## src/sv/mfr_ram.sv

```systemverilog
// Generic single-write, single-read RAM with registered read data.
// No dependencies.
module mfr_ram #(
  parameter int unsigned WIDTH = 32,
  parameter int unsigned DEPTH = 64,
  localparam int unsigned AW = (DEPTH > 1) ? $clog2(DEPTH) : 1
) (
  input  logic             clk_i,
  input  logic             we_i,
  input  logic [AW-1:0]    waddr_i,
  input  logic [WIDTH-1:0] wdata_i,
  input  logic [AW-1:0]    raddr_i,
  output logic [WIDTH-1:0] rdata_o
);
  logic [WIDTH-1:0] mem_q [DEPTH];
  logic [WIDTH-1:0] rdata_q;

  always_ff @(posedge clk_i) begin
    if (we_i) begin
      mem_q[waddr_i] <= wdata_i;
    end
    rdata_q <= mem_q[raddr_i];
  end

  assign rdata_o = rdata_q;
endmodule

```

## config.mk

```make
export PLATFORM = sky130hd
export DESIGN_NAME = mfr_ram
export DESIGN_NICKNAME = d
export VERILOG_FILES = /design/src/sv/mfr_ram.sv
export SDC_FILE = /design/constraint.sdc
export NUM_CORES = 2
export LEC_CHECK = 0
export BUFFER_PORTS_ARGS = -buffer_cell sky130_fd_sc_hd__buf_2
export CAP_MARGIN = 20
export CORE_MARGIN = 8
export CORE_UTILIZATION = 60
export DETAILED_ROUTE_END_ITERATION = 8
export GPL_TIMING_DRIVEN = 0
export PLACE_DENSITY_LB_ADDON = 0.15
export RECOVER_POWER = 100
export SYNTH_ARGS = -nofsm -noshare
export SYNTH_HDL_FRONTEND = slang
export SYNTH_SLANG_ARGS = --single-unit
```

## constraint.sdc

```tcl
create_clock -name clk_i -period 4.1 [get_ports clk_i]
set_input_delay 0.41 -clock clk_i [delete_from_list [all_inputs] [get_ports clk_i]]
set_output_delay 0.41 -clock clk_i [all_outputs]
set_load 0.1 [all_outputs]
```

* Word-level counts from Yosys, hierarchy flattened *
Memory sizes are Yosys's and may differ from the RTL's. A register that Yosys moved wholly into a read port is not among the register bits.
Index checks and enable logic that the tools add are counted.

cells by class
  mux-type cells = 2

operators by type and width
  kind              count
  2-to-1 mux 1 bit  2

storage, ports and cells
  flip-flop bits (word level) = 0
  bits in writable memories = 2048
  bits of input ports = 46
  memories kept = 1
  word-level logic and storage cells = 3

memories
  memory  depth  width  read ports  clocked after memory_dff  wr ports  RTL line  source
  mem_q   64     32     1           1                         1         15        logic [WIDTH-1:0] mem_q [DEPTH];

* Longest topological paths before layout *
  depth in word-level cells = 2
  depth in mapped cells = 10
  gate-level depth less buffers = 5

* Worst setup path before layout *
No wires, ideal clock.

  path kind = input to register
  start = in waddr_i[3]
  end = mem mem_q[48][0] (enable)
  stages = 4
  required time = 3.639 ns
  setup time = 0.461 ns
  path buffers = 1
  data arrival time = 3.109 ns
  setup slack = 0.530 ns
  cells stage by stage = clkbuf_1 nor2b_1 nand4b_1 nor3_1

RTL lines
  item             RTL line  source
  start, declared  10        input logic [AW-1:0] waddr_i,
  end, declared    15

Straight into the memory's write port.

==> run summary <==
======================================================================================
Status .................................................................. finished, violations left
Violated checks ......................................................... capacitance limit, slew limit
Half-perimeter wire length after detailed placement ..................... 149000 microns
Maximum ir drop on the vdd rail .........................................   0.000563 V
Area growth syn-to-layout ...............................................        12.1%
Die area ................................................................ 143000 sq um
Cell types occupying the most area after synthesis ...................... edfxtp_1 (78%), mux4_2 (16%), mux2i_1 (1.2%)
Cell at the root of the clock tree ......................................    clkbuf_16
Maximum frequency from static timing analysis ...........................    0.245 GHz
Port Buffers ............................................................           69
Final period util .......................................................        99.7%
Total number of H-tree levels ...........................................            4
Final worst-path setup slack ............................................    0.0142 ns
All-layer global routing usage ..........................................        32.0%
Via count of the routed design ..........................................        39700
Maximum clock path buffer count .........................................            3
Hold WC Path Type ....................................................... input port to register
Area of combinational cells with multiple inputs ........................  15500 sq um
Yosys top cell by area ..................................................     edfxtp_1
Setup repair after global routing missed its margin .....................        false
Final number of hold-violating endpoints ................................            0
Number of max-capacitance violations reported ...........................          124
Final critical path time including I/O delays and setup .................      4.09 ns
Total congestion overflow after global routing ..........................            0
Routability cong. .......................................................        0.993
Count of flip-flops with a built-in enable after synthesis ..............         2048
Starting Density ........................................................        60.6%
Antenna-violating nets left .............................................            0
Critical path capture point type ........................................     register
R2R Path Start .......................................................... mem_q[7][21]$_DFFE_PP_
Unique masters post-synth ...............................................           34
Yosys Warn Count ........................................................            0
Cell count after placement ..............................................         5236
Share of layout cells above drive strength 1 ............................        24.0%
Number of design rule violations left after detail routing ..............            0
CTS tree ................................................................         done
Critical path peak fanout ...............................................           10
Worst Max-Slew Pin Slew .................................................      2.85 ns
Classification of the worst setup path .................................. input port to register
Row count ...............................................................          132
Leading cell types in the layout, fill and taps excluded ................ edfxtp_1 (2048), mux4_2 (544), clkbuf_1 (265)
Setup Viol. Count Final .................................................            0
Final nets ..............................................................         3766
Post-synthesis instance area ............................................  78500 sq um
Latest clock arrival within the worst-skew pair .........................      0.84 ns
Minimum setup slack among reg-to-reg paths ..............................      1.25 ns
Power density of the placed cells .......................................  496 nW/um^2
Top cell type's share of synthesized area ...............................        78.3%
Clock slew at the register clock pins of the worst setup and hold paths .      0.06 ns
Critical Path Sink ...................................................... rdata_o[2]$_DFF_P_
Register cell area after layout .........................................  62100 sq um
Average cell area after synthesis .......................................   23.6 sq um
Standard cell core area ................................................. 130000 sq um
R2r worst-path depth ....................................................            4
Kind of start point of the critical path ................................   input port
WP data arrival .........................................................      4.71 ns
Synthesized flop and latch total ........................................         2080
Total nets after synthesis ..............................................         3370
Top FF cell, synth ......................................................     edfxtp_1
Endpoint of the most critical register-to-register path ................. rdata_o[21]$_DFF_P_
Share of synthesized flip-flops with an asynchronous set or reset .......           0%
Number of instances in the synthesized netlist ..........................         3324
Vias in the first global route ..........................................        39000
Sequential share of the synthesized area ................................        79.1%
Critical path launch point ..............................................   raddr_i[1]
Largest net degree at the start of global routing .......................           65
Leading cell type in the layout, fill and taps excluded .................     edfxtp_1
Detailed-route wire length .............................................. 229000 microns
Count of fill cells added during filler insertion .......................         7955
Max-slew violation total from the final report ..........................         3170
Per-cell routed wire length ............................................. 40.6 microns
First-pass GRT wire length .............................................. 309000 microns
Skew final ..............................................................    0.0304 ns
Critical path required time .............................................      4.72 ns
Number of setup buffers added after CTS .................................            0
Post-cts gate resize count ..............................................            0
First-pass iteration count of the detailed router .......................            8
Number of DRC markers after the initial detailed-route iteration ........         6113
X dimension of the die ..................................................  378 microns
Number of vias per cell after detailed routing ..........................         7.05
IO Count ................................................................           78
Die Y-Extent ............................................................  378 microns
Number of antenna violations at the first check in global routing .......           23
PnR Total Power .........................................................      43.7 mW
Leakage Power ...........................................................      27.5 nW
Worst slew margin relative to its limit .................................       -91.0%
Post-layout instance count excluding filler cells .......................         5629
Total CTS buffers .......................................................          199
Number of clock sinks ...................................................         2080
Worst slack after detailed placement ....................................    -0.600 ns
======================================================================================
## power by group
part / internal [mW] / total [mW] / switching, mW / leakage [nW]
combinational: 0.789 / 2.78 / 1.99 / 5.83
clock: 9.59 / 17.3 / 7.67 / 2.96
sequential: 23.6 / 23.6 / 0.0506 / 18.7
total: 34.0 / 43.7 / 9.71 / 27.5
## cells in the mapped netlist (all sizes together), types with 12 or more instances
master,count
a21oi,62
a22oi,12
buf,108
clkbuf,74
dfxtp,32
edfxtp,2048
mux2i,93
mux4,544
nand2,26
nor2,137
nor2b,15
o221ai,27
o22ai,84
## kinds of logic after synthesis
kind of cell	count (synthesis)	synth area share, %
AND/OR/NAND/NOR	223	1.27
AO/OA/AOI/OAI	202	1.67
buffers and inverters	182	1.13
multiplexers	637	16.8
flip-flops	2080	79.1
## routing by layer
metal | global-route usage, % | wire [microns] | up-vias | part of all wire, %
li1 | - | - | 15100 | -
met1 | 42.0 | 77500 | 20800 | 34
met2 | 50.0 | 107000 | 3193 | 47
met3 | 9.09 | 29700 | 655 | 13
met4 | 15.4 | 14400 | 14 | 6.3
met5 | 1.75 | 439 | - | 0.19
## timing repair
| action | in CTS | in global routing |
|---|---|---|
| hold buffers | 0 | 8 |
| endpoints found under the hold margin | 0 | 81 |
| setup endpoints to repair | 0 | 1 |
## final cells by class
cell class              count  share of cell area (%)
diodes                     11                  0.0313
repair buffers            196                    1.40
clock inverters           104                   0.819
flip-flops and latches   2080                    70.6
well taps                1742                    2.48
plain buffers             181                    1.00
multi-input cells        1062                    17.6
clock buffers             253                    6.06
## metrics by stage
step                 TNS, ns  hold slack (ns)  utilization [%]  cell area, sq um
floorplan                  0            0.509                -             78500
global placement    -1672.75            0.802             62.5             81000
detailed placement     -2.82            0.787             64.4             83500
CTS                        0           0.0110             69.1             89500
global route               0            0.191             67.9             88000
finish                     0            0.165             67.9             88000
## worst min-delay path by stage
stage,from,to,slack (ns),depth (start not counted)
floorplan,wdata_i[0],mem_q[0][0]$_DFFE_PP_,0.51,0
global placement,mem_q[12][20]$_DFFE_PP_,rdata_o[20]$_DFF_P_,0.80,4
detailed placement,mem_q[13][8]$_DFFE_PP_,rdata_o[8]$_DFF_P_,0.79,4
CTS,wdata_i[15],mem_q[52][15]$_DFFE_PP_,0.01,1
global route,wdata_i[4],mem_q[38][4]$_DFFE_PP_,0.19,1
finish,wdata_i[4],mem_q[37][4]$_DFFE_PP_,0.16,1
## sequential cells by signal, summed over array words and instances, names as in the netlist
signal / count
mem_q: 2048
rdata_o: 32
## critical path: stages
cell	delay (ns)
buf_2	0.42
buf_2	0.43
clkbuf_1	0.62
clkbuf_1	0.85
mux4_2	0.43
o22ai_1	0.15
nor2_1	0.17
a21oi_1	0.91
nor2_1	0.27
No activity file was read; power rests on OpenSTA's default activity.
