File: src/sv/mfr_pkg.sv
// Shared types and constants of the matrix factorization recommender.
// No dependencies; used by mfr_mac, the top level, mfr_cfg_if and the testbench.
package mfr_pkg;

  // Load and run commands carried by one input item.
  typedef enum logic [1:0] {
    OP_WR_RATING = 2'd0,
    OP_WR_USER   = 2'd1,
    OP_WR_ITEM   = 2'd2,
    OP_RUN       = 2'd3
  } mfr_op_e;

  typedef struct packed {
    mfr_op_e            op;
    logic [5:0]         user_index;
    logic [5:0]         item_index;
    logic [2:0]         feature_index;
    logic signed [31:0] value;
  } mfr_in_t;

  typedef struct packed {
    logic [5:0] user_out;
    logic [5:0] recommended_item;
    logic       last_user;
  } mfr_out_t;

  // Configuration register map.
  localparam int unsigned CFG_IDX_W  = 3;
  localparam int unsigned CFG_DATA_W = 16;
  localparam logic [CFG_IDX_W-1:0] CFG_LEARNING_RATE   = 3'd0;
  localparam logic [CFG_IDX_W-1:0] CFG_ITERATION_COUNT = 3'd1;
  localparam logic [CFG_IDX_W-1:0] CFG_FEATURE_COUNT   = 3'd2;
  localparam logic [CFG_IDX_W-1:0] CFG_USER_COUNT      = 3'd3;
  localparam logic [CFG_IDX_W-1:0] CFG_ITEM_COUNT      = 3'd4;

  // Commands to the shared multiply-accumulate unit.
  typedef enum logic [3:0] {
    MAC_NONE,
    MAC_CLR,
    MAC_MUL_UV,
    MAC_ACC_PRED,
    MAC_ERR,
    MAC_MUL_EF,
    MAC_ACC_GRAD,
    MAC_GCLAMP,
    MAC_MUL_LO,
    MAC_MUL_HI,
    MAC_SUM
  } mfr_mac_op_e;

  typedef struct packed {
    mfr_mac_op_e op;
    logic        user_mode;  // 1: updating user factors, 0: item factors
  } mfr_mac_ctl_t;

endpackage

File: src/sv/mfr_mac.sv
// Shared arithmetic unit: one 33x33 multiplier, a 64-bit accumulator,
// error, gradient clamp and update saturation. Uses mfr_pkg.
module mfr_mac (
  input  logic                 clk_i,
  input  mfr_pkg::mfr_mac_ctl_t ctl_i,
  input  logic [15:0]          lr_i,
  input  logic signed [31:0]   r_i,
  input  logic signed [31:0]   p_i,
  input  logic signed [31:0]   u_i,
  input  logic signed [31:0]   v_i,
  output logic signed [31:0]   pred_o,
  output logic signed [31:0]   upd_o
);
  import mfr_pkg::*;

  function automatic logic signed [31:0] sat32(input logic signed [63:0] x);
    logic signed [31:0] r;
    if (x > 64'sh0000_0000_7FFF_FFFF) r = 32'sh7FFF_FFFF;
    else if (x < -64'sh0000_0000_8000_0000) r = 32'sh8000_0000;
    else r = x[31:0];
    return r;
  endfunction

  logic signed [63:0] acc_q, acc_d, prod_q;
  logic signed [31:0] e_q, e_d, f_q, f_d, old_q, old_d;
  logic               rpos_q, rpos_d;
  logic signed [47:0] g_q, g_d;
  logic signed [32:0] ma, mb, diff;
  logic signed [65:0] mprod;

  always_comb begin
    acc_d  = acc_q;
    e_d    = e_q;
    f_d    = f_q;
    old_d  = old_q;
    rpos_d = rpos_q;
    g_d    = g_q;
    ma     = '0;
    mb     = '0;
    diff   = {r_i[31], r_i} - {p_i[31], p_i};
    case (ctl_i.op)
      MAC_CLR: begin
        acc_d = '0;
      end
      MAC_MUL_UV: begin
        ma = {u_i[31], u_i};
        mb = {v_i[31], v_i};
      end
      MAC_ACC_PRED: begin
        acc_d = acc_q + (prod_q >>> 16);
      end
      MAC_ERR: begin
        e_d    = sat32({{31{diff[32]}}, diff});
        f_d    = ctl_i.user_mode ? v_i : u_i;
        rpos_d = !r_i[31] && (r_i != 32'sd0);
      end
      MAC_MUL_EF: begin
        ma = {e_q[31], e_q};
        mb = {f_q[31], f_q};
      end
      MAC_ACC_GRAD: begin
        if (rpos_q) begin
          acc_d = acc_q + ((prod_q >>> 16) <<< 1);
        end
      end
      MAC_GCLAMP: begin
        if (acc_q > 64'sh0000_7FFF_FFFF_FFFF) g_d = 48'sh7FFF_FFFF_FFFF;
        else if (acc_q < -64'sh0000_8000_0000_0000) g_d = 48'sh8000_0000_0000;
        else g_d = acc_q[47:0];
      end
      MAC_MUL_LO: begin
        ma    = {17'd0, lr_i};
        mb    = {9'd0, g_q[23:0]};
        old_d = ctl_i.user_mode ? u_i : v_i;
      end
      MAC_MUL_HI: begin
        ma    = {17'd0, lr_i};
        mb    = {{9{g_q[47]}}, g_q[47:24]};
        acc_d = prod_q;
      end
      MAC_SUM: begin
        acc_d = acc_q + (prod_q <<< 24);
      end
      default: begin
      end
    endcase
    mprod = ma * mb;
  end

  always_ff @(posedge clk_i) begin
    acc_q  <= acc_d;
    prod_q <= mprod[63:0];
    e_q    <= e_d;
    f_q    <= f_d;
    old_q  <= old_d;
    rpos_q <= rpos_d;
    g_q    <= g_d;
  end

  assign pred_o = sat32(acc_q);
  assign upd_o  = sat32($signed({{32{old_q[31]}}, old_q}) + (acc_q >>> 16));
endmodule

File: config.mk
export PLATFORM = sky130hd
export DESIGN_NAME = mfr_mac
export DESIGN_NICKNAME = d
export VERILOG_FILES = /design/src/sv/mfr_pkg.sv /design/src/sv/mfr_mac.sv
export SDC_FILE = /design/constraint.sdc
export NUM_CORES = 2
export LEC_CHECK = 0
export ABC_AREA = 1
export BUFFER_PORTS_ARGS = -buffer_cell sky130_fd_sc_hd__buf_4
export CORE_AREA = 2 2 367 369
export CTS_CLUSTER_SIZE = 8
export DETAILED_ROUTE_END_ITERATION = 12
export DIE_AREA = 0 0 369 371
export PLACE_DENSITY = 0.75
export RECOVER_POWER = 100
export SLEW_MARGIN = 30
export SYNTH_ARGS = -nofsm -noshare
export SYNTH_HDL_FRONTEND = slang
export SYNTH_SLANG_ARGS = --single-unit
File: constraint.sdc
create_clock -name clk_i -period 9.21 [get_ports clk_i]
set_input_delay 1.3815 -clock clk_i [delete_from_list [all_inputs] [get_ports clk_i]]
set_output_delay 1.3815 -clock clk_i [all_outputs]
set_load 0.02 [all_outputs]
== Word level (Yosys, flattened, before mapping) ==
Index checks and enable logic that the tools add are counted.

* Reductions and logical operators: 6
* Add/sub/neg operators: 5
* Mux-type cells: 12
* $mul: 1
* Order comparisons: 8
* Eq/ne operators: 11

{| class="wikitable"
|+ Operator list
! operator !! count
|-
| $pmux W64 S5 || 1
|-
| $mux W32 || 7
|-
| $pmux W33 S4 || 1
|-
| $pmux W33 S3 || 1
|-
| $add A64 B48 Y64 || 1
|-
| $add A64 B49 Y64 || 1
|-
| $add A64 B64 Y64 || 1
|-
| $gt A64 B32 Y1 const B || 1
|-
| $gt A64 B48 Y1 const B || 1
|-
| $lt A64 B32 Y1 const B || 1
|-
| $lt A64 B48 Y1 const B || 1
|-
| $mul A33 B33 Y64 || 1
|-
| $mux W64 || 1
|-
| $add A32 B48 Y49 || 1
|-
| $gt A49 B32 Y1 const B || 1
|-
| $lt A49 B32 Y1 const B || 1
|-
| $mux W48 || 1
|-
| $gt A33 B32 Y1 const B || 1
|-
| $lt A33 B32 Y1 const B || 1
|-
| $sub A32 B32 Y33 || 1
|-
| $reduce_bool A32 Y1 || 1
|-
| $eq A4 B3 Y1 const B || 4
|-
| $eq A4 B4 Y1 const B || 3
|-
| $eq A4 B2 Y1 const B || 2
|-
| 7 further kinds || 7
|}

* Register bits: 273
* Bits of input ports: 150
* Logic and storage cells: 50

== Depth between registers and ports, before layout ==
* Depth in word-level cells: 4
* Depth in mapped cells: 40

== Worst setup path before layout ==
OpenSTA, ideal clock, no wires.

* Path kind: input -> register
* From: input ctl_i[4] in the netlist's numbering
* To: register prod_q[62]
* Library setup time: 0.072 ns
* Setup slack: -0.283 ns
* Stages: 31
* Buffers on the path: 2
* Data arrival time: 9.422 ns
* Path through: inv_1 -> nor2_2 -> nand2_1 -> nor2_1 -> buf_2 -> a22o_1 -> nor2_1 -> clkbuf_1 -> nor2_1 -> fa_1 -> fa_1 -> fa_1 -> inv_1 -> fa_1 -> fa_1 -> inv_1 -> fa_1 -> inv_1 -> fa_1 -> fa_1 -> inv_1 -> ha_1 -> nand2_1 -> nor2_1 -> inv_1 -> nor2_1 -> inv_1 -> nor3_1 -> nand4_1 -> o21ai_0 -> xor2_1

* Longest elaborated chain between the ends: 4
* Elaborated cells on any way between the ends: 8
* Those cells by class: 1 x mul; 4 x eq/ne; 2 x mux; 1 x reduce/logical

{| class="wikitable"
|+ RTL lines
! item !! line !! source
|-
| start: declaration || mfr_mac.sv:5 || <nowiki>input mfr_pkg::mfr_mac_ctl_t ctl_i,</nowiki>
|-
| $eq A4 B4 Y1 || mfr_mac.sv:41 || <nowiki>case (ctl_i.op)</nowiki>
|-
| $reduce_or A2 Y1 (no line) || -- ||
|-
| $pmux W33 S3 || mfr_mac.sv:41 ||
|-
| $mul A33 B33 Y64 * || mfr_mac.sv:87 || <nowiki>mprod = ma * mb;</nowiki>
|-
| net mprod[62] || mfr_mac.sv:29 || <nowiki>logic signed [65:0] mprod;</nowiki>
|-
| end signal: assignment || mfr_mac.sv:92 || <nowiki>prod_q <= mprod[63:0];</nowiki>
|-
| end: declaration || mfr_mac.sv:24 || <nowiki>logic signed [63:0] acc_q, acc_d, prod_q;</nowiki>
|}

The timed path passes the listed nets; every way through them passes the cells marked *.
A chain may end at the register's enable or synchronous reset.

== Worst setup path in the final report ==
* From: input ctl_i[2] in the netlist's numbering
* To: register prod_q[63]

Same word-level chain as after synthesis.

==> reports/metrics.yaml <==
sta:
  period_needed_ns: 9.05
  setup_viol: 0
  fmax_mhz: 111
  skew_ns: 0.0383
  fin_setup_tns_ns: 0
  hold_viol: 0
  max_slew_margin_pct: -213
  finalHoldWorstSlack_ns: 0.735
  fin_crit_sh_pct: 98.2
  grt_setup_unrepaired: "true"
  finalWorstSetupSlack_ns: 0.162
  tightestPinTransition_ns: 4.69
  final-max-slew-violation-count: 213
drt:
  wl_um: 327000
  drtPass1Iterations: 6
  antenna_left: 0
  viasPerCell: 5.82
  post_drt_wl_per_cell_um: 28.3
  dr.first_iter.drc_count: 8335
  vias: 67113
  route.detailed.drc: 0
die:
  die_area_um2: 137000
  fp.dieH_um: 371
  chipWidth_um: 369
  initial_utilization_pct: 49.8
  ioPinCount: 214
  coreArea_um2: 133000
  rows: 134
placed_design:
  dpl.cell_count: 11435
  hpwl_um: 278000
  io_buffers: 213
  post_dp_cell_area_um2: 76100
  dp_worst_setup_slack_ns: -0.856
  place.gp.congestion: 1.15
power_and_ir_drop:
  p_int_mw: 4.36
  seqPwrFrac_pct: 21.4
  p_sw_share_pct: 54.8
  comb_power_share_pct: 61.9
  clock_power_share_pct: 16.7
  irDropWorstVdd_v: 0.000155
  p_leak_nw: 40.0
  pwr_density_cell_nw_per_um2: 124
  p_total_mw: 9.63
  switchingPower_mw: 5.28
layout:
  final_util_pct: 58.7
  layout.nets: 11421
  finalNonFillerCells: 11534
  nFillCells: 12319
  fin_area_um2: 77900
  drive_gt1_share_pct: 13.2
  syn_to_final_growth_pct: 17.9
logic_synthesis:
  synth-async-reset-ratio_pct: 0
  syn_avg_cell_area_um2: 7.41
  yosysTopAreaCellShare_pct: 33.6
  synth.largest_area_cell: "fa_1"
  synth_edf_count: 209
  yosysMostFrequentCell: "nand2_1"
  synth-main-ff-cell: "edfxtp_1"
  ys_types: 62
  synth_area_leaders: "fa_1 34%, nand2_1 12%, inv_1 11%"
  syn_inst: 8924
  yosys-top-cells-count: "2,030 x nand2_1, 1,992 x inv_1, 1,110 x fa_1, 917 x nor2_1, 459 x o21ai_0"
  synth_area_um2: 66100
  synth_seq_cells: 273
  yosys_warnings: 0
  synth_fp_nets: 10625
  seq_area_frac_synth_pct: 11.4
worst_setup_path:
  crit_fanout: 14
  crit_type: "in -> reg"
  cpMaxStageDelayCell: "fa_1"
  reg2regPathDepth: 30
  cp_common_cell: "fa_1"
  r2r-end: "prod_q[63]"
  crit_arrival_ns: 9.56
  cp-start-kind: "primary input"
  r2r_slack_ns: 0.98
  end_kind: "register"
  slowest_delay_ns: 0.66
  rr_startpoint: "e_q[31]"
  crit_required_ns: 9.72
clock_network:
  cts_htree_levels: 2
  clock-sinks: 273
  tritoncts: "built"
  clk_pin_slew_ns: 0.06
  clk_path_buf_depth: 3
  root_buffer: "clkbuf_16"
  clock_latency_ns: 0.63
  numCtsBuffers: 43
global_route:
  grt_pass1_wl_um: 461000
  grt_max_degree: 116
  grt_use_total_pct: 47.4
  overflow: 0
  grt_pass1_vias: 66886
  antenna_found_initial: 22
worst_hold_path:
  hold_end: "acc_q[0]"
  hp-start: "acc_q[0]"
  whs_path_depth: 2
  holdCritPathClass: "reg -> reg"
run:
  maxCapViolations: 3
status:
  failed_checks: "capacitance limit, slew limit"
  outcome: "finished, violations left"
## final cells by class
| class | instances | area [um2] | share of cell area [%] |
|---|---|---|---|
| multi-input cells | 6375 | 50400 | 64.7 |
| well taps | 1768 | 2210 | 2.84 |
| repair inverters | 1 | 7.51 | 0.00963 |
| inverters | 2019 | 7590 | 9.74 |
| flip-flops and latches | 273 | 7560 | 9.70 |
| diodes | 17 | 42.5 | 0.0546 |
| clock buffers | 65 | 1200 | 1.54 |
| repair buffers | 1007 | 8780 | 11.3 |
| clock inverters | 9 | 105 | 0.135 |
## registers in the layout (all words and copies together) (netlist names)
name and flops:
acc_q 64, prod_q 64, g_q 48, e_q 32
f_q 32, old_q 32, rpos_q 1
## worst max path at each step
| stage | slack (ns) | startpoint | endpoint | depth (start not counted) |
|---|---|---|---|---|
| finish | 0.16 | ctl_i[2] | prod_q[63] | 37 |
| global route | -0.04 | ctl_i[3] | prod_q[63] | 42 |
| CTS | 0.05 | ctl_i[3] | prod_q[57] | 35 |
| detailed placement | -0.86 | ctl_i[3] | prod_q[36] | 32 |
| global placement | -0.79 | ctl_i[3] | prod_q[36] | 33 |
| floorplan | 0.007 | ctl_i[4] | prod_q[63] | 29 |
## layout by cell type (no fill, tap or decap), drive strengths merged, types with 30 or more instances in the layout
cell,instances
o21ai,469
nor4,30
nor3,55
nor2,944
a21oi,457
nand2,2045
xnor2,48
clkbuf,73
xor2,97
dfxtp,64
buf,999
fa,1110
nand4,70
a31oi,45
nand3,277
edfxtp,209
ha,441
inv,2011
o21bai,31
or2,31
## layer usage
metal  up-vias  GRT usage [%]  share of wire, %  routed length, um
li1      28998              -                 -                  -
met1     32390           57.4                36             116000
met2      4524           71.3                42             137000
met3      1179           13.3                12              40200
met4        22           37.3                10              33500
met5         -              0             0.062                202
## power groups by stage
stage	logic (mW)	registers, mW	clock network (mW)
final	5.96	2.07	1.61
after global routing	6.36	1.99	1.64
after CTS	5.71	2.00	1.60
after detailed placement	5.68	2.02	0
after global placement	5.66	2.02	0
after floorplan	3.35	1.64	0
## worst max-delay path: cells and delay by family
kind / cells / cell delay (ns)
AOI/OAI and AO/OA: 7 / 1.07
and+or+nand+nor: 7 / 0.62
adders and majority gates: 9 / 4.55
buffers and inverters: 13 / 1.74
xor gates and xnor gates: 1 / 0.16
## cells by family after synthesis
logic type               Yosys count  share of synthesized area [%]
XOR/XNOR                         145                           1.92
buffers and inverters           2276                           13.2
AND/OR/NAND/NOR                 3494                           21.4
AO/OA/AOI/OAI                   1185                           10.1
adder cells (fa/ha/maj)         1551                           42.0
flip-flops                       273                           11.4
## timing repair
item / in CTS / in global routing
pin swaps: 0 / 7
hold buffers: 0 / 0
cloned: 0 / 3
gates resized for setup: 7 / 132
setup buffers: 0 / 5
setup endpoints to repair: 19 / 36
(Power assumes the default switching activity.)
